File: src/hw/rtl/lcd_pixel_shadow_writer_unit_assert.svh
// ----------------------------------------------------------------------------
// lcd pixel shadow writer assertion macros
// concurrent checks clocked on clk, held off while rst_n is low
// ----------------------------------------------------------------------------
`ifndef LCD_PIXEL_SHADOW_WRITER_UNIT_ASSERT_SVH
`define LCD_PIXEL_SHADOW_WRITER_UNIT_ASSERT_SVH

// same-cycle implication
`define LCDPSW_ASSERT_NOW(label, ante, cons, msg) \
    label: assert property (@(posedge clk) disable iff (!rst_n) (ante) |-> (cons)) \
        else $error(msg);

// next-cycle implication
`define LCDPSW_ASSERT_NEXT(label, ante, cons, msg) \
    label: assert property (@(posedge clk) disable iff (!rst_n) (ante) |=> (cons)) \
        else $error(msg);

`endif

File: src/hw/rtl/lcdpsw_pkg.sv
// ----------------------------------------------------------------------------
// lcdpsw_pkg
// shared types and constants of the lcd pixel shadow writer
// ----------------------------------------------------------------------------
`timescale 1ns / 1ps

package lcdpsw_pkg;

    localparam int BYTE_W        = 8;
    localparam int BIT_SEL_W     = 3;
    localparam int ROWS_PER_BANK = 8;
    localparam int CFG_INDEX_W   = 2;

    localparam logic [CFG_INDEX_W-1:0] REG_COLUMN_CMD_BASE = 2'd0;
    localparam logic [CFG_INDEX_W-1:0] REG_BANK_CMD_BASE   = 2'd1;

    localparam logic [BYTE_W-1:0] COLUMN_CMD_BASE_RESET = 8'd128;
    localparam logic [BYTE_W-1:0] BANK_CMD_BASE_RESET   = 8'd64;

    typedef struct packed {
        logic [BYTE_W-1:0] column_cmd_base;
        logic [BYTE_W-1:0] bank_cmd_base;
    } cfg_t;

    typedef struct packed {
        logic clearing;
    } back_status_t;

    typedef enum logic [2:0] {
        B_CLEAR,
        B_IDLE,
        B_MERGE,
        B_COL,
        B_BANK,
        B_DATA
    } back_state_t;

endpackage

File: src/hw/rtl/lcdpsw_pixel_if.sv
// ----------------------------------------------------------------------------
// lcdpsw_pixel_if
// pixel request channel: one coordinate pair per request
// ----------------------------------------------------------------------------
`timescale 1ns / 1ps

interface lcdpsw_pixel_if;
    logic       valid;
    logic       ready;
    logic [7:0] pixel_x;
    logic [7:0] pixel_y;

    modport source (output valid, output pixel_x, output pixel_y, input ready);
    modport sink   (input valid, input pixel_x, input pixel_y, output ready);
endinterface

File: src/hw/rtl/lcdpsw_front.sv
// ----------------------------------------------------------------------------
// lcdpsw_front
// takes pixel requests, checks the panel bounds, forms bank and store address
// ----------------------------------------------------------------------------
`timescale 1ns / 1ps

module lcdpsw_front
    import lcdpsw_pkg::*;
#(
    parameter int COLUMNS = 84,
    parameter int ROWS    = 48
) (
    lcdpsw_pixel_if.sink pixel,
    input  back_status_t status,
    input  logic         q_full,
    output logic         push,
    output logic         item_rejected,
    output logic [BYTE_W-1:0] item_x,
    output logic [((((ROWS + ROWS_PER_BANK - 1) / ROWS_PER_BANK) > 1) ?
                   $clog2((ROWS + ROWS_PER_BANK - 1) / ROWS_PER_BANK) : 1)-1:0] item_bank,
    output logic [BIT_SEL_W-1:0] item_bit,
    output logic [$clog2(COLUMNS * ((ROWS + ROWS_PER_BANK - 1) / ROWS_PER_BANK))-1:0]
                   item_addr
);

    localparam int BANKS  = (ROWS + ROWS_PER_BANK - 1) / ROWS_PER_BANK;
    localparam int DEPTH  = COLUMNS * BANKS;
    localparam int BANK_W = (BANKS > 1) ? $clog2(BANKS) : 1;
    localparam int ADDR_W = $clog2(DEPTH);
    localparam int COL_W  = $clog2(COLUMNS);

    logic              in_panel;
    logic [COL_W-1:0]  col;

    assign pixel.ready = !q_full && !status.clearing;
    assign push        = pixel.valid && pixel.ready;

    // bounds check against the panel size
    assign in_panel = (pixel.pixel_x < BYTE_W'(COLUMNS)) && (pixel.pixel_y < BYTE_W'(ROWS));
    assign col      = pixel.pixel_x[COL_W-1:0];

    assign item_rejected = !in_panel;
    assign item_x        = pixel.pixel_x;
    assign item_bank     = pixel.pixel_y[BIT_SEL_W +: BANK_W];
    assign item_bit      = pixel.pixel_y[BIT_SEL_W-1:0];
    // column-major layout, one byte per bank of a column
    assign item_addr     = ADDR_W'(int'(col) * BANKS + int'(item_bank));

endmodule

File: src/flat_wrapper.sv
// flat-port wrapper written by rule: the top's interface ports become plain ports
module lcdpsw_front_flat import lcdpsw_pkg::*;
#(
    parameter int COLUMNS = 84,
    parameter int ROWS    = 48
)
  (status, q_full, push, item_rejected, item_x, item_bank, item_bit, item_addr, pixel_valid, pixel_pixel_x, pixel_pixel_y, pixel_ready);
  lcdpsw_pixel_if pixel_i ();
  input  back_status_t status;
  input  logic q_full;
  output logic push;
  output logic item_rejected;
  output logic [BYTE_W-1:0] item_x;
  output logic [((((ROWS + ROWS_PER_BANK - 1) / ROWS_PER_BANK) > 1) ?
                   $clog2((ROWS + ROWS_PER_BANK - 1) / ROWS_PER_BANK) : 1)-1:0] item_bank;
  output logic [BIT_SEL_W-1:0] item_bit;
  output logic [$clog2(COLUMNS * ((ROWS + ROWS_PER_BANK - 1) / ROWS_PER_BANK))-1:0] item_addr;
  input wire logic [$bits(pixel_i.valid)-1:0] pixel_valid;
  input wire logic [$bits(pixel_i.pixel_x)-1:0] pixel_pixel_x;
  input wire logic [$bits(pixel_i.pixel_y)-1:0] pixel_pixel_y;
  output wire logic [$bits(pixel_i.ready)-1:0] pixel_ready;
  assign pixel_i.valid = pixel_valid;
  assign pixel_i.pixel_x = pixel_pixel_x;
  assign pixel_i.pixel_y = pixel_pixel_y;
  assign pixel_ready = pixel_i.ready;
  lcdpsw_front #(.COLUMNS(COLUMNS), .ROWS(ROWS)) u_core (.pixel(pixel_i), .status(status), .q_full(q_full), .push(push), .item_rejected(item_rejected), .item_x(item_x), .item_bank(item_bank), .item_bit(item_bit), .item_addr(item_addr));
endmodule
File: config.mk
export PLATFORM = sky130hd
export DESIGN_NAME = lcdpsw_front_flat
export DESIGN_NICKNAME = d
export VERILOG_FILES = /design/src/hw/rtl/lcd_pixel_shadow_writer_unit_assert.svh /design/src/hw/rtl/lcdpsw_pkg.sv /design/src/hw/rtl/lcdpsw_pixel_if.sv /design/src/hw/rtl/lcdpsw_front.sv /design/src/flat_wrapper.sv
export SDC_FILE = /design/constraint.sdc
export NUM_CORES = 1
export LEC_CHECK = 0
export BUFFER_PORTS_ARGS = -buffer_cell sky130_fd_sc_hd__buf_2
export CAP_MARGIN = 40
export CORE_ASPECT_RATIO = 1.1
export CORE_MARGIN = 5
export CORE_UTILIZATION = 25
export DETAILED_ROUTE_END_ITERATION = 8
export PLACE_DENSITY = 0.63
export SLEW_MARGIN = 10
export SYNTH_ARGS = -nofsm -noshare
export SYNTH_HDL_FRONTEND = slang
export SYNTH_SLANG_ARGS = --single-unit
File: constraint.sdc
create_clock -name vclk -period 2.16
set_clock_uncertainty 0.15 [all_clocks]
set_input_delay 0.108 -clock vclk [all_inputs]
set_output_delay 0.108 -clock vclk [all_outputs]
set_load 0.005 [all_outputs]
* Word level (Yosys, flattened, before mapping)
Index checks and enable logic that the tools add are counted.
** Word-level totals
- Input bits :: 19
- Register bits :: 0
** Cells by class
- Add/subtract/negate cells :: 1
- Magnitude comparators :: 2
- Reduce and logical (&&, ||, !) cells :: 6
- Multipliers :: 1
** Operator list (count)
- 9-bit by 4-bit adder with 9-bit output :: 1
- 8-bit by 6-bit less-than comparator with 1-bit output, second input constant :: 1
- 8-bit by 7-bit less-than comparator with 1-bit output, second input constant :: 1
- 7-bit by 2-bit multiplier with 8-bit output, second input constant :: 1
- 1-bit logical AND :: 3
- 1-bit zero test :: 3

* Depth between registers and ports, before layout
Gate-level depths: netlist of the first run.
- Depth in word-level cells :: 3
- Gate-level depth with buffers :: 7
- Gate-level depth less buffers :: 7

* Least setup slack after synthesis of the first run
Ideal clock, no wire load.
- Kind :: in2out
- From :: in pixel_pixel_x[0]
- To :: out item_addr[8]
- Stages on the path :: 7
- Path slack :: 0.279 ns
- Arrival time :: 1.623 ns
- Data required time :: 1.902 ns
- Path buffers :: 0
- Path through :: ha_1 -> fa_1 -> a21o_1 -> a21oi_2 -> xor2_1 -> o2111ai_1 -> xnor2_1
** Between the ends
- Word-level cells in the longest chain between the ends :: 2
** RTL lines
- from (decl) :: RTL line flat_wrapper.sv:19 : input wire logic [$bits(pixel_i.pixel_x)-1:0] pixel_pixel_x;
- 7-bit by 2-bit multiplier with 8-bit output :: RTL line lcdpsw_front.sv:47 : assign item_addr = ADDR_W'(int'(col) * BANKS + int'(item_bank));
- 9-bit by 4-bit adder with 9-bit output :: RTL line lcdpsw_front.sv:47
- to (decl) :: RTL line flat_wrapper.sv:17 : output logic [$clog2(COLUMNS * ((ROWS + ROWS_PER_BANK - 1) / ROWS_PER_BANK))-1:0] item_addr;
No other way between the ends.

* Worst setup path in the final report of the first run
- From :: in pixel_pixel_x[2]
- To :: out item_addr[8]
The elaborated chain is that of the path after synthesis.

==> impl_metrics.tcl, run 1 <==
set metrics [dict create \
    status "complete, no violations" \
    critical_path.most_common_cell "buf_2" \
    end_kind "output pin" \
    viasPerCell 4.425 \
    syn_avg_cell_area_sq_um 7.896 \
    crit_fanout 5 \
    routedWlPerCell_microns 10.70 \
    synth_compound_area_frac 0.1670 \
    max-slew-margin-rel 0.6747 \
    initial_core_util 0.2594 \
    final_common_cell "buf_2" \
    finalMaxSlewViolations 0 \
    diodes 0 \
    vias 562 \
    dieArea_sq_mm 0.003405 \
    drive_gt1_frac 0.4433 \
    finalSetupViolCount 0 \
    syn2layout_area_growth_pct 22.27 \
    synthAdderAreaFrac 0.2827 \
    dieWidth_microns 56.10 \
    grt_pass1_vias 551 \
    synth.top_cell.area_share 0.2141 \
    clock_buffers 0 \
    muxShareOfSynthArea 0.02570 \
    netlist_area_sq_um 584.3 \
    syn_inst 74 \
    drc 0 \
    synth-warning-count 0 \
    synth_top_area_cell "ha_1" \
    placed_area_sq_um 704.4 \
    worst_slack_ps 117.9 \
    synth_area_leaders "ha_1 (21%), buf_4 (19%), xor2_1 (7.5%)" \
    post_cts_buffers 0 \
    final_area_sq_um 714.4 \
    drt_iter0_markers 11 \
    period_share 0.9454 \
    io_buffer_count 36 \
    grt.overflow.total 0 \
    syn-num-nets 105 \
    grt_max_degree 9 \
    synth_seq_area_share 0 \
    start_kind "primary input" \
    hold_ws_ps 66.00 \
    seq_cells 0 \
    synth_simple_gate_area_frac 0.1606 \
    grt_pass1_wl_mm 2.228 \
    rsz0062_at_grt "false" \
    coreArea_sq_mm 0.002252 \
    path_class "primary input to output pin" \
    synth_top_family_by_area "adder cells" \
    mostFrequentLayoutCells "buf_2 (36), ha_1 (10), inv_1 (6)" \
    antenna_found_initial 0 \
    nNetsFinal 130 \
    hold_viol_final 0 \
    grt_usage 0.07654 \
    power_leakage_nw 0.3858 \
    routabilityCongestion 0.7555 \
    die_y_microns 60.71 \
    maxCapViolations 0 \
    critPathArrivalTime_ps 1780 \
    worst_slew_pin_slew_ps 475.7 \
    num_rows 18 \
    min_period_ps 2042 \
    layout.cells.non_filler 127 \
    slowest_delay_ps 350 \
    num_io_pins 45 \
    hold_path.class "primary input to output pin" \
    wl_mm 1.359 \
    path_cells "buf_2 > inv_1 > ha_1 > nand3_1 > a21boi_1 > mux2_4 > o2111ai_1 > xnor2_1 > buf_2" \
    tns_ps 0 \
    place_hpwl_mm 1.221 \
    cp_slowest_cell "ha_1" \
    antenna_left 0 \
    ys_types 26 \
    fmax_mhz 489.7 \
    cp_data_required_time_ps 1900 \
    dp_cells 127 \
    synthXorXnorAreaFrac 0.1328 \
    pre_cts_slack_ps 22.64 \
    dr.pass1.iters 3 \
    powerDensity_mw_per_mm2 291.9 \
    vdd_drop_max_v 0.0001026 \
    regArea_sq_um 0 \
]
## final timing paths
check        startpoint      endpoint  slack, ps  cells after the start
max    pixel_pixel_x[2]  item_addr[8]        120                      9
min    pixel_pixel_y[1]   item_bit[1]         70                      0
## through the flow
stage,util,power [mW]
after floorplan,-,0.1383
after global placement,0.3128,0.2011
after detailed placement,0.3128,0.2078
after CTS,0.3128,0.2087
after global routing,0.3172,0.2333
final,0.3172,0.2086
## synthesized netlist by cell type (all sizes together) (2+ instances only)
| cell | instances |
|---|---|
| and3 | 2 |
| a21o | 2 |
| nand2 | 2 |
| nand3 | 3 |
| o21ai | 3 |
| nor2 | 4 |
| a21oi | 5 |
| xnor2 | 2 |
| nor3b | 2 |
| xor2 | 6 |
| ha | 10 |
| fa | 2 |
| inv | 6 |
| buf | 15 |
## power breakdown
group	total (mW)	internal, mW	switching [mW]	leakage, nW
registers	0	0	0	0
logic	0.209	0.104	0.105	0.386
clock network	0	0	0	0
## layer usage
metal  vias up  global-route usage  share of wire
met3         0             0.02128           0.12
met1       248             0.08895           0.41
met5         -                   0              0
li1        289                   -              -
met4         0            0.003390              0
met2        25              0.1486           0.47
## what timing repair did
item	in CTS	in global routing
resized for setup	0	2
hold buffers	0	0
endpoints found under the setup margin	0	3
hold endpoints to repair	0	0
## cell families after synthesis
group	count (synthesis)
buffers and inverters	21
and+or+nand+nor	17
AOI/OAI and AO/OA	15
adders and majority gates	12
xor gates and xnor gates	8
muxes	1
## cell type report
class,count,area [sq um]
inverters,6,22.52
well taps,30,37.54
repair buffers,38,195.2
fillers,264,1538
multi-input cells,53,459.2
## critical path, delay by kind of cell
| kind | cells | cell delay [ps] |
|---|---|---|
| mux | 1 | 330 |
| fa+ha+maj | 1 | 350 |
| simple gates | 1 | 120 |
| buf+inv | 3 | 330 |
| compound gates | 2 | 420 |
| xor+xnor | 1 | 130 |
Power figures use the tool's default switching activity.
==> inputs of run 2 (changes only) <==
- PLACE_DENSITY: 0.63 -> not set
==> impl_metrics.tcl, run 2 (same netlist as run 1, synthesis figures left out) <==
set metrics [dict create \
    status "complete, no violations" \
    coreArea_sq_mm 0.002252 \
    grt.overflow.total 0 \
    hold_ws_ps 66.00 \
    num_rows 18 \
    mostFrequentLayoutCells "buf_2 (36), ha_1 (8), inv_1 (6), a21oi_1 (4), nor2_1 (4)" \
    grt_max_degree 9 \
    multi_input_area_sq_um 493.0 \
    maxCapViolations 0 \
    seq_cells 0 \
    powerDensity_mw_per_mm2 291.3 \
    path_class "primary input to output pin" \
    worst_slack_ps 105.0 \
    drt_iter0_markers 3 \
    max-slew-margin-rel 0.5962 \
    layout.cells.non_filler 128 \
    hold_viol_final 0 \
    antenna_found_initial 0 \
    hold_path.class "primary input to output pin" \
    dieWidth_microns 56.10 \
    clock_buffers 0 \
    vias 559 \
    dieArea_sq_mm 0.003405 \
    viasPerCell 4.367 \
    worst_slew_pin_slew_ps 590.5 \
    dr.pass1.iters 4 \
    cp_slowest_cell "fa_2" \
    dp_cells 127 \
    initial_core_util 0.2594 \
    finalMaxSlewViolations 0 \
    routedWlPerCell_microns 11.02 \
    holdBufCountCts 0 \
    endpoint "item_addr[8]" \
    critPathArrivalTime_ps 1800 \
    cp.depth 9 \
    io_buffer_count 36 \
    routabilityCongestion 0.7778 \
    num_io_pins 45 \
    cp_data_required_time_ps 1900 \
    final_common_cell "buf_2" \
    place_hpwl_mm 1.228 \
    grt_pass1_wl_mm 2.263 \
    power_leakage_nw 0.3886 \
    end_kind "output pin" \
    final_area_sq_um 755.7 \
    slowest_delay_ps 390 \
    regArea_sq_um 0 \
    grt_usage 0.07789 \
    pre_cts_slack_ps -28.50 \
    vdd_drop_max_v 0.0001059 \
    fmax_mhz 486.6 \
    path_cells "buf_2 > ha_4 > fa_2 > a21o_1 > a21oi_2 > xor2_2 > o2111ai_2 > xnor2_1 > buf_2" \
    antenna_left 0 \
    crit_fanout 3 \
    grt_pass1_vias 528 \
    path_buf_inv 2 \
    drc 0 \
    syn2layout_area_growth_pct 29.34 \
    tns_ps 0 \
    period_share 0.9514 \
    cp_top_family "adder cells" \
    min_period_ps 2055 \
    critical_path.most_common_cell "buf_2" \
    rsz0062_at_grt "false" \
    nNetsFinal 131 \
    critPathLaunch "pixel_pixel_x[0]" \
    diodes 0 \
    drive_gt1_frac 0.5000 \
    finalSetupViolCount 0 \
    n_fill_cell 243 \
    die_y_microns 60.71 \
    start_kind "primary input" \
    placed_area_sq_um 704.4 \
    wl_mm 1.410 \
]
==> run 2: changes by cell type in the layout (fill, tap and decap cells not counted), sizes merged <==
cell | before | now
buf | 38 | 39
==> run 2: repair_timing <==
action                                  in CTS  in global routing
gates resized for setup                      1                  7
pin swaps                                    1                  4
setup buffers                                0                  1
endpoints found under the setup margin       1                  3
==> run 2: metal layers <==
layer,wire [microns],global-route usage,share of wire,vias to the layer above
met2,606,0.1369,0.43,34
met1,599,0.1029,0.42,235
met5,0,0,0,-
met4,0,0,0,0
met3,204,0.02128,0.14,0
li1,-,-,-,290
==> run 2: report_power, final <==
group          total, mW  internal [mW]  switching, mW
combinational      0.220          0.111          0.109
clock                  0              0              0
sequential             0              0              0
==> run 2: worst min-delay path by stage <==
stage                           startpoint           to  slack (ps)  depth (start not counted)
after floorplan                     q_full  pixel_ready         100                          1
after global placement    pixel_pixel_y[0]  item_bit[0]          70                          0
after detailed placement  pixel_pixel_y[0]  item_bit[0]          70                          0
after CTS                 pixel_pixel_y[0]  item_bit[0]          70                          0
after global routing      pixel_pixel_y[2]  item_bit[2]          70                          0
final                     pixel_pixel_y[2]  item_bit[2]          70                          0
==> run 2: layout make-up <==
type | instances | area share
Multi-Input combinational cell | 53 | 0.6523
Timing Repair Buffer | 39 | 0.2682
Tap cell | 30 | 0.04967
Inverter | 6 | 0.02980
==> run 2: stage by stage <==
stage	total power [mW]	utilization
after floorplan	0.1383	-
after global placement	0.2002	0.3128
after detailed placement	0.2048	0.3128
after CTS	0.2067	0.3139
after global routing	0.2477	0.3356
final	0.2202	0.3356
