===== src/hw/rtl/lcd_pixel_shadow_writer_unit_assert.svh =====
// ----------------------------------------------------------------------------
// lcd pixel shadow writer assertion macros
// concurrent checks clocked on clk, held off while rst_n is low
// ----------------------------------------------------------------------------
`ifndef LCD_PIXEL_SHADOW_WRITER_UNIT_ASSERT_SVH
`define LCD_PIXEL_SHADOW_WRITER_UNIT_ASSERT_SVH

// same-cycle implication
`define LCDPSW_ASSERT_NOW(label, ante, cons, msg) \
    label: assert property (@(posedge clk) disable iff (!rst_n) (ante) |-> (cons)) \
        else $error(msg);

// next-cycle implication
`define LCDPSW_ASSERT_NEXT(label, ante, cons, msg) \
    label: assert property (@(posedge clk) disable iff (!rst_n) (ante) |=> (cons)) \
        else $error(msg);

`endif


===== src/hw/rtl/lcdpsw_pkg.sv =====
// ----------------------------------------------------------------------------
// lcdpsw_pkg
// shared types and constants of the lcd pixel shadow writer
// ----------------------------------------------------------------------------
`timescale 1ns / 1ps

package lcdpsw_pkg;

    localparam int BYTE_W        = 8;
    localparam int BIT_SEL_W     = 3;
    localparam int ROWS_PER_BANK = 8;
    localparam int CFG_INDEX_W   = 2;

    localparam logic [CFG_INDEX_W-1:0] REG_COLUMN_CMD_BASE = 2'd0;
    localparam logic [CFG_INDEX_W-1:0] REG_BANK_CMD_BASE   = 2'd1;

    localparam logic [BYTE_W-1:0] COLUMN_CMD_BASE_RESET = 8'd128;
    localparam logic [BYTE_W-1:0] BANK_CMD_BASE_RESET   = 8'd64;

    typedef struct packed {
        logic [BYTE_W-1:0] column_cmd_base;
        logic [BYTE_W-1:0] bank_cmd_base;
    } cfg_t;

    typedef struct packed {
        logic clearing;
    } back_status_t;

    typedef enum logic [2:0] {
        B_CLEAR,
        B_IDLE,
        B_MERGE,
        B_COL,
        B_BANK,
        B_DATA
    } back_state_t;

endpackage


===== src/hw/rtl/lcdpsw_lcd_if.sv =====
// ----------------------------------------------------------------------------
// lcdpsw_lcd_if
// lcd write channel: one command or data byte per request
// ----------------------------------------------------------------------------
`timescale 1ns / 1ps

interface lcdpsw_lcd_if;
    logic       valid;
    logic       ready;
    logic [7:0] lcd_byte;
    logic       is_data;
    logic       last;
    logic       rejected;

    modport source (output valid, output lcd_byte, output is_data, output last,
                    output rejected, input ready);
    modport sink   (input valid, input lcd_byte, input is_data, input last,
                    input rejected, output ready);
endinterface


===== src/hw/rtl/lcdpsw_back.sv =====
// ----------------------------------------------------------------------------
// lcdpsw_back
// shadow store read-modify-write and the lcd byte sequencer
// ----------------------------------------------------------------------------
`timescale 1ns / 1ps

module lcdpsw_back
    import lcdpsw_pkg::*;
#(
    parameter int COLUMNS = 84,
    parameter int ROWS    = 48
) (
    input  logic                 clk,
    input  logic                 rst_n,
    input  cfg_t                 cfg,
    input  logic                 q_empty,
    output logic                 q_pop,
    input  logic                 head_rejected,
    input  logic [BYTE_W-1:0]    head_x,
    input  logic [((((ROWS + ROWS_PER_BANK - 1) / ROWS_PER_BANK) > 1) ?
                   $clog2((ROWS + ROWS_PER_BANK - 1) / ROWS_PER_BANK) : 1)-1:0] head_bank,
    input  logic [BIT_SEL_W-1:0] head_bit,
    input  logic [$clog2(COLUMNS * ((ROWS + ROWS_PER_BANK - 1) / ROWS_PER_BANK))-1:0]
                   head_addr,
    output back_status_t         status,
    lcdpsw_lcd_if.source         lcd
);

    localparam int BANKS  = (ROWS + ROWS_PER_BANK - 1) / ROWS_PER_BANK;
    localparam int DEPTH  = COLUMNS * BANKS;
    localparam int BANK_W = (BANKS > 1) ? $clog2(BANKS) : 1;
    localparam int ADDR_W = $clog2(DEPTH);

    back_state_t       state_reg, state_next;
    logic [ADDR_W-1:0] clr_cnt_reg;
    logic [BYTE_W-1:0] cur_x_reg;
    logic [BANK_W-1:0] cur_bank_reg;
    logic [BIT_SEL_W-1:0] cur_bit_reg;
    logic [ADDR_W-1:0] cur_addr_reg;
    logic [BYTE_W-1:0] data_reg;
    logic [BYTE_W-1:0] rdata_reg;
    logic [BYTE_W-1:0] mem [DEPTH];

    logic              out_valid_reg;
    logic [BYTE_W-1:0] out_byte_reg;
    logic              out_is_data_reg;
    logic              out_last_reg;
    logic              out_rejected_reg;

    logic              load_ok;
    logic              load;
    logic [BYTE_W-1:0] res_byte;
    logic              res_is_data;
    logic              res_last;
    logic              res_rejected;
    logic              mem_we;
    logic [ADDR_W-1:0] wr_addr;
    logic [BYTE_W-1:0] wdata;
    logic [BYTE_W-1:0] merged;
    logic              clear_done;

    assign load_ok    = !out_valid_reg || lcd.ready;
    assign merged     = rdata_reg | (8'b1 << cur_bit_reg);
    assign clear_done = (clr_cnt_reg == ADDR_W'(DEPTH - 1));

    assign status.clearing = (state_reg == B_CLEAR);

    assign lcd.valid    = out_valid_reg;
    assign lcd.lcd_byte = out_byte_reg;
    assign lcd.is_data  = out_is_data_reg;
    assign lcd.last     = out_last_reg;
    assign lcd.rejected = out_rejected_reg;

    // next state
    always_comb
    begin
        state_next = state_reg;
        case (state_reg)
            B_CLEAR:
            begin
                if (clear_done)
                begin
                    state_next = B_IDLE;
                end
            end
            B_IDLE:
            begin
                if (q_pop && !head_rejected)
                begin
                    state_next = B_MERGE;
                end
            end
            B_MERGE:
            begin
                state_next = load_ok ? B_BANK : B_COL;
            end
            B_COL:
            begin
                if (load_ok)
                begin
                    state_next = B_BANK;
                end
            end
            B_BANK:
            begin
                if (load_ok)
                begin
                    state_next = B_DATA;
                end
            end
            B_DATA:
            begin
                if (load_ok)
                begin
                    state_next = B_IDLE;
                end
            end
            default:
            begin
                state_next = B_CLEAR;
            end
        endcase
    end

    // outputs
    always_comb
    begin
        q_pop        = 1'b0;
        load         = 1'b0;
        res_byte     = cfg.column_cmd_base | cur_x_reg;
        res_is_data  = 1'b0;
        res_last     = 1'b0;
        res_rejected = 1'b0;
        mem_we       = 1'b0;
        wr_addr      = cur_addr_reg;
        wdata        = merged;
        case (state_reg)
            B_CLEAR:
            begin
                mem_we  = 1'b1;
                wr_addr = clr_cnt_reg;
                wdata   = '0;
            end
            B_IDLE:
            begin
                // an out-of-panel pixel needs the output register at once
                q_pop = !q_empty && (!head_rejected || load_ok);
                if (q_pop && head_rejected)
                begin
                    load         = 1'b1;
                    res_byte     = '0;
                    res_last     = 1'b1;
                    res_rejected = 1'b1;
                end
            end
            B_MERGE:
            begin
                mem_we = 1'b1;
                load   = load_ok;
            end
            B_COL:
            begin
                load = load_ok;
            end
            B_BANK:
            begin
                load     = load_ok;
                res_byte = cfg.bank_cmd_base | BYTE_W'(cur_bank_reg);
            end
            B_DATA:
            begin
                load        = load_ok;
                res_byte    = data_reg;
                res_is_data = 1'b1;
                res_last    = 1'b1;
            end
            default:
            begin
                load = 1'b0;
            end
        endcase
    end

    always_ff @(posedge clk or negedge rst_n)
    begin
        if (!rst_n)
        begin
            state_reg     <= B_CLEAR;
            clr_cnt_reg   <= '0;
            out_valid_reg <= 1'b0;
        end
        else
        begin
            state_reg <= state_next;
            if (state_reg == B_CLEAR)
            begin
                clr_cnt_reg <= clr_cnt_reg + 1'b1;
            end
            if (load)
            begin
                out_valid_reg <= 1'b1;
            end
            else if (lcd.ready)
            begin
                out_valid_reg <= 1'b0;
            end
        end
    end

    always_ff @(posedge clk)
    begin
        if (q_pop)
        begin
            cur_x_reg    <= head_x;
            cur_bank_reg <= head_bank;
            cur_bit_reg  <= head_bit;
            cur_addr_reg <= head_addr;
        end
        if (state_reg == B_MERGE)
        begin
            data_reg <= merged;
        end
        if (load)
        begin
            out_byte_reg     <= res_byte;
            out_is_data_reg  <= res_is_data;
            out_last_reg     <= res_last;
            out_rejected_reg <= res_rejected;
        end
    end

    // shadow store: one write port, one registered read port
    always_ff @(posedge clk)
    begin
        if (mem_we)
        begin
            mem[wr_addr] <= wdata;
        end
        rdata_reg <= mem[head_addr];
    end

endmodule


===== src/flat_wrapper.sv =====
// flat-port wrapper written by rule: the top's interface ports become plain ports
module lcdpsw_back_flat import lcdpsw_pkg::*;
#(
    parameter int COLUMNS = 84,
    parameter int ROWS    = 48
)
  (clk, rst_n, cfg, q_empty, q_pop, head_rejected, head_x, head_bank, head_bit, head_addr, status, lcd_valid, lcd_lcd_byte, lcd_is_data, lcd_last, lcd_rejected, lcd_ready);
  lcdpsw_lcd_if lcd_i ();
  input  logic clk;
  input  logic rst_n;
  input  cfg_t cfg;
  input  logic q_empty;
  output logic q_pop;
  input  logic head_rejected;
  input  logic [BYTE_W-1:0] head_x;
  input  logic [((((ROWS + ROWS_PER_BANK - 1) / ROWS_PER_BANK) > 1) ?
                   $clog2((ROWS + ROWS_PER_BANK - 1) / ROWS_PER_BANK) : 1)-1:0] head_bank;
  input  logic [BIT_SEL_W-1:0] head_bit;
  input  logic [$clog2(COLUMNS * ((ROWS + ROWS_PER_BANK - 1) / ROWS_PER_BANK))-1:0] head_addr;
  output back_status_t status;
  output wire logic [$bits(lcd_i.valid)-1:0] lcd_valid;
  output wire logic [$bits(lcd_i.lcd_byte)-1:0] lcd_lcd_byte;
  output wire logic [$bits(lcd_i.is_data)-1:0] lcd_is_data;
  output wire logic [$bits(lcd_i.last)-1:0] lcd_last;
  output wire logic [$bits(lcd_i.rejected)-1:0] lcd_rejected;
  input wire logic [$bits(lcd_i.ready)-1:0] lcd_ready;
  assign lcd_valid = lcd_i.valid;
  assign lcd_lcd_byte = lcd_i.lcd_byte;
  assign lcd_is_data = lcd_i.is_data;
  assign lcd_last = lcd_i.last;
  assign lcd_rejected = lcd_i.rejected;
  assign lcd_i.ready = lcd_ready;
  lcdpsw_back #(.COLUMNS(COLUMNS), .ROWS(ROWS)) u_core (.clk(clk), .rst_n(rst_n), .cfg(cfg), .q_empty(q_empty), .q_pop(q_pop), .head_rejected(head_rejected), .head_x(head_x), .head_bank(head_bank), .head_bit(head_bit), .head_addr(head_addr), .status(status), .lcd(lcd_i));
endmodule

===== config.mk =====
export PLATFORM = sky130hd
export DESIGN_NAME = lcdpsw_back_flat
export DESIGN_NICKNAME = d
export VERILOG_FILES = /design/src/hw/rtl/lcd_pixel_shadow_writer_unit_assert.svh /design/src/hw/rtl/lcdpsw_pkg.sv /design/src/hw/rtl/lcdpsw_lcd_if.sv /design/src/hw/rtl/lcdpsw_back.sv /design/src/flat_wrapper.sv
export SDC_FILE = /design/constraint.sdc
export NUM_CORES = 2
export LEC_CHECK = 0
export BUFFER_PORTS_ARGS = -buffer_cell sky130_fd_sc_hd__buf_2
export CORE_MARGIN = 1
export CORE_UTILIZATION = 55
export CTS_BUF_LIST = sky130_fd_sc_hd__clkbuf_8
export DETAILED_ROUTE_END_ITERATION = 8
export PLACE_DENSITY = 0.76
export SLEW_MARGIN = 20
export SYNTH_ARGS = -nofsm -noshare
export SYNTH_HDL_FRONTEND = slang
export SYNTH_SLANG_ARGS = --single-unit

===== constraint.sdc =====
create_clock -name clk -period 18.7 [get_ports clk]
set_input_delay 3.74 -clock clk [delete_from_list [all_inputs] [get_ports clk]]
set_output_delay 3.74 -clock clk [all_outputs]
set_load 0.05 [all_outputs]

== Yosys cells after proc, flatten, opt, wreduce, memory -nomap -nowiden ==
Memory sizes are Yosys's and may differ from the RTL's. A register that Yosys moved wholly into a read port is not among the register bits.
Index checks and enable logic that the tools add are counted.
W data, S select, Z words.
Storage, ports and cells
  output and inout port bits: 14
  memory bits (writable): 4032
  memories: 1
  bits in registers: 55
  word-level logic and storage cells: 63
  input port bits: 44
Operators by class
  bitwise operators: 3
  muxes and demuxes: 21
  shift operators: 1
  eq/ne operators: 11
  reduce and logical (&&, ||, !) cells: 13
  add/subtract/negate cells: 1
Memory list
  u_core.mem: depth 504, width 8, rd ports 1, clocked after memory_dff 1, write ports 1, line lcdpsw_back.sv:42  | logic [BYTE_W-1:0] mem [DEPTH];
Operators with widths (count)
  $pmux W8 S3: 1
  $mux W3: 6
  $pmux W3 S6: 1
  $mux W8: 2
  $or A8 B8 Y8: 2
  $ne A2 B1 Y1 const B: 5
  $add A9 B1 Y9 const B: 1
  $eq A9 B9 Y1 const B: 1
  $mux W9: 1
  $mux W1: 8
  $or A8 B3 Y8: 1
  $shl A1 B3 Y8 const A: 1
  $eq A3 B2 Y1 const B: 2
  $eq A3 B3 Y1 const B: 2
  $reduce_and A5 Y1: 1
  $pmux W1 S2: 2
  $reduce_or A4 Y1: 1
  $eq A3 B1 Y1 const B: 1
  $logic_and A1 B1 Y1: 3
  $logic_not A1 Y1: 3
  $logic_not A3 Y1: 1
  $logic_or A1 B1 Y1: 2
  $reduce_bool A2 Y1: 1
  $reduce_or A2 Y1: 1

== Longest topological paths before layout ==
  depth after elaboration: 8
  depth in mapped cells: 16
  mapped depth without buffers: 8

== Worst setup path before layout ==
OpenSTA, ideal clock, no wires.
  kind: register -> register
  from: reg u_core.state_reg[1]
  to: mem u_core.mem[0][7], data pin
  buffers on the path: 2
  period minus slack after synthesis: 16.405 ns
  stages on the path, launching flop included: 7
  setup time: 2.684 ns
  arrival: 13.722 ns
  path slack: 2.295 ns
  required time: 16.016 ns
  path through: dfrtp_1 -> clkbuf_1 -> nor2_1 -> nand2_1 -> clkinv_1 -> clkbuf_1 -> nor2b_1
On the way
  word-level cells in the longest chain between the ends: 2
Ends and longest elaborated chain
  start: declaration: line lcdpsw_back.sv:34  | back_state_t state_reg, state_next;
  start signal: assignment: line lcdpsw_back.sv:194  | state_reg <= state_next;
  $logic_not A3 Y1
  net status: line flat_wrapper.sv:20  | output back_status_t status;
  $mux W8: line lcdpsw_back.sv:137  | case (state_reg)
  net u_core.wdata[7]: line lcdpsw_back.sv:58  | logic [BYTE_W-1:0] wdata;
  end: declaration: line lcdpsw_back.sv:42
The timed path passes the listed nets, and every way through them passes these cells.

==> impl_metrics.py <==
metrics = {
    "setup_path": {
        "cp-start-kind": "input port",
        "crit_path_end_kind": "register",
        "reg2reg_to": "u_core.mem[96][1]$_DFFE_PP_",
        "ff2ff_path_depth": 7,
        "critical_path_class": "input port to register",
        "r2r_slack_ps": 13530,
        "cp_max_fo": 103,
        "arrival_ps": 9190,
        "cp.required_ps": 19590,
        "rr_startpoint": "u_core.state_reg[0]$_DFFE_PN0P_",
    },
    "placement": {
        "port-buffer-count": 57,
        "place_congestion": 0.8896,
        "dp_hpwl_mm": 243.3,
        "placedInstanceArea_um2": 163800,
        "dpl.cell_count": 11290,
    },
    "finish": {
        "syn_to_final_growth_pct": 9.137,
        "nFillCells": 19570,
        "largest_reg_flops": 4032,
        "final_cells": 12370,
        "final_area_um2": 174600,
        "drive_gt1_share_pct": 22.32,
        "nets": 8069,
    },
    "power_and_ir_drop": {
        "p_clk_share_pct": 31.6,
        "intPower_uw": 15160,
        "p_per_area_nw_per_um2": 119.6,
        "seqPwrFrac_pct": 55.4,
        "p_sw_share_pct": 27.41,
        "finalPower_uw": 20880,
        "p_leak_uw": 0.05536,
        "pwr-share-comb_pct": 13.0,
        "vdd_drop_max_v": 0.0002096,
        "switchingPower_uw": 5724,
    },
    "timing": {
        "finalClockSkew_ps": 86.43,
        "slew_violations": 0,
        "period_share_pct": 44.35,
        "worstMarginPinSlew_ps": 1283,
        "timing.fmax_ghz": 0.1206,
        "relSlewSlack_pct": 14.45,
        "rsz0062_at_grt": "no",
        "hold_viol": 0,
        "setup_viol": 0,
        "finalSetupTns_ps": 0,
        "finalCriticalPeriod_ps": 8294,
    },
    "floorplan": {
        "die_w_um": 541.3,
        "core_um2": 288600,
        "die_h_um": 541.3,
        "start_util_pct": 55.43,
        "io_pins": 58,
        "rows": 197,
        "dieArea_um2": 293100,
    },
    "logic_synthesis": {
        "ys.flop_type": "edfxtp_1",
        "synth_area_um2": 160000,
        "synth_area_per_cell_um2": 20.90,
        "synthArstFlopShare_pct": 0.3175,
        "synth-seq-cells": 4095,
        "yosysTopAreaCell": "edfxtp_1",
        "synth_area_leaders": "edfxtp_1, mux4_2, mux2i_1, nor2_1, o221ai_1",
        "synth_warnings": 0,
        "synth_cell_types": 79,
        "postSynthCellCount": 7656,
        "synth_most_common_cell": "edfxtp_1",
        "synth_top_area_share_pct": 76.46,
        "syn_nets": 7701,
        "synth_edf_count": 4074,
        "synthTopCellsByCount": "edfxtp_1, mux4_2, nor2_1, mux2i_1, nand2_1",
        "seq_area_frac_synth_pct": 76.77,
    },
    "clocking": {
        "cts-root-buf": "clkbuf_8",
        "cts_tree": "built",
        "path_clk_slew_ps": 60,
        "clock_latency_ps": 1090,
        "cts-buffers-inserted": 617,
        "post_cts_buffers": 0,
        "cts_max_level": 6,
        "cts_resized": 0,
        "cts.sinks": 4095,
        "clock_path_buffers": 4,
        "cts_hold_buf": 0,
    },
    "worst_hold_path": {
        "hold_class": "register to register",
        "hold_depth": 1,
        "worst_hold_path.endpoint": "u_core.clr_cnt_reg[7]$_DFFE_PN0P_",
        "hp-start": "u_core.clr_cnt_reg[7]$_DFFE_PN0P_",
    },
    "routing": {
        "drt-total-wl_mm": 414.4,
        "viasPerCell": 6.726,
        "drt_iter0_drc": 12870,
        "drt_drc_violations_left": 0,
        "first_pass_iters": 8,
        "ant_nets": 0,
        "via_count": 83190,
        "post_drt_wl_per_cell_um": 33.51,
    },
    "global_routing": {
        "first_global_vias": 82500,
        "met2_usage_pct": 43.08,
        "gr-usage-all-layers_pct": 28.11,
        "grt_util_met3_pct": 7.334,
        "grt_max_degree": 240,
        "grt_first_pass_wirelength_mm": 589.3,
        "overflow": 0,
        "grt_util_met1_pct": 38.21,
        "busiest_layer": "met2",
        "grt_antenna_before_repair": 17,
    },
    "run_status": {
        "status": "finished, final reports clean",
    },
    "flow_run": {
        "drv_cap": 0,
    },
}
logic make-up (layout without fill, tap and decap cells):
group | count (synthesis) | in the layout | share of synthesized area, %
other | 0 | 15 | 0
AO/OA/AOI/OAI | 603 | 603 | 2.597
adder cells (fa/ha/maj) | 1 | 1 | 0.007819
flip-flops | 4095 | 4095 | 76.77
multiplexers | 1343 | 1343 | 15.69
buffers and inverters | 485 | 1303 | 1.918
XOR/XNOR | 9 | 9 | 0.04927
AND/OR/NAND/NOR | 1120 | 1120 | 2.971
layer usage:
metal,vias to the layer above,routed length [um]
met5,-,280
met4,22,20680
met3,1101,54650
met2,6463,193100
met1,42930,145700
li1,32680,-
power groups by stage:
stage          Sequential [uW]  Combinational [uW]  Clock [uW]
6_report                 11600                2710        6610
5_1_grt                  11600                2790        7010
4_1_cts                  11600                2650        6630
3_5_place_dp             11700                2650           0
3_3_place_gp             11700                2510           0
2_1_floorplan            12400                1330           0
critical path, stage by stage:
cell	delay, ps
buf_12	500
buf_12	640
buf_12	590
buf_4	800
mux4_2	620
mux4_2	520
nor2_1	140
nor2_1	60
o22ai_1	170
nor3_1	100
nor3_1	750
o211ai_1	170
cell type report:
class                           count  area [um2]  share of cell area (%)
Inverter                           14       60.06                 0.03440
Timing Repair Buffer              220        1780                   1.020
Clock buffer                      631        8685                   4.974
Antenna cell                       15       37.54                 0.02150
Sequential cell                  4095      122800                   70.34
Clock inverter                    438        2079                   1.191
Multi-Input combinational cell   3076       34290                   19.64
Tap cell                         3880        4855                   2.780
cell usage in the layout (no fill, tap or decap), types with 11 or more instances in the layout:
cell,instances
nand2_2,14
o21ai_0,90
nand2_1,203
o22ai_1,110
mux2i_1,408
clkinv_1,148
mux4_1,37
a221oi_1,13
or3_1,14
clkinvlp_4,20
nor4_1,21
inv_1,210
nor3_1,98
a22oi_1,39
edfxtp_1,4074
buf_12,18
clkinv_2,41
nand3_1,48
a31oi_1,33
nand2b_1,13
a211oi_1,21
buf_4,144
clkbuf_8,631
diode_2,15
a2111oi_0,12
a21oi_1,85
nor2_1,620
o221ai_1,119
nand4_1,15
mux2_2,16
inv_6,11
mux4_2,882
buf_2,52
nor2b_1,12
dfrtp_1,13
per-stage QoR:
| stage | hold slack (ps) | util, % | setup WS (ps) |
|---|---|---|---|
| after CTS | 552.9 | 60.48 | 10420 |
| after detailed placement | 539.4 | 56.75 | 9310 |
| after global routing | 573.9 | 60.48 | 10200 |
| after global placement | 521.3 | 56.75 | 9180 |
| after floorplan | 470.0 | - | 2295 |
| final | 560.0 | 60.50 | 10410 |
worst max path at each step:
stage,from,end,slack [ps],depth (start not counted)
floorplan,u_core.state_reg[1]$_DFFE_PN0P_,u_core.mem[0][7]$_DFFE_PP_,2290,6
global placement,head_addr[1],u_core.rdata_reg[2]$_DFF_P_,9180,12
detailed placement,head_addr[0],u_core.rdata_reg[5]$_DFF_P_,9310,12
CTS,lcd_ready,q_pop,10420,4
global route,head_addr[0],u_core.rdata_reg[5]$_DFF_P_,10200,12
finish,head_addr[0],u_core.rdata_reg[5]$_DFF_P_,10410,12
No activity file was read; power rests on OpenSTA's default activity.
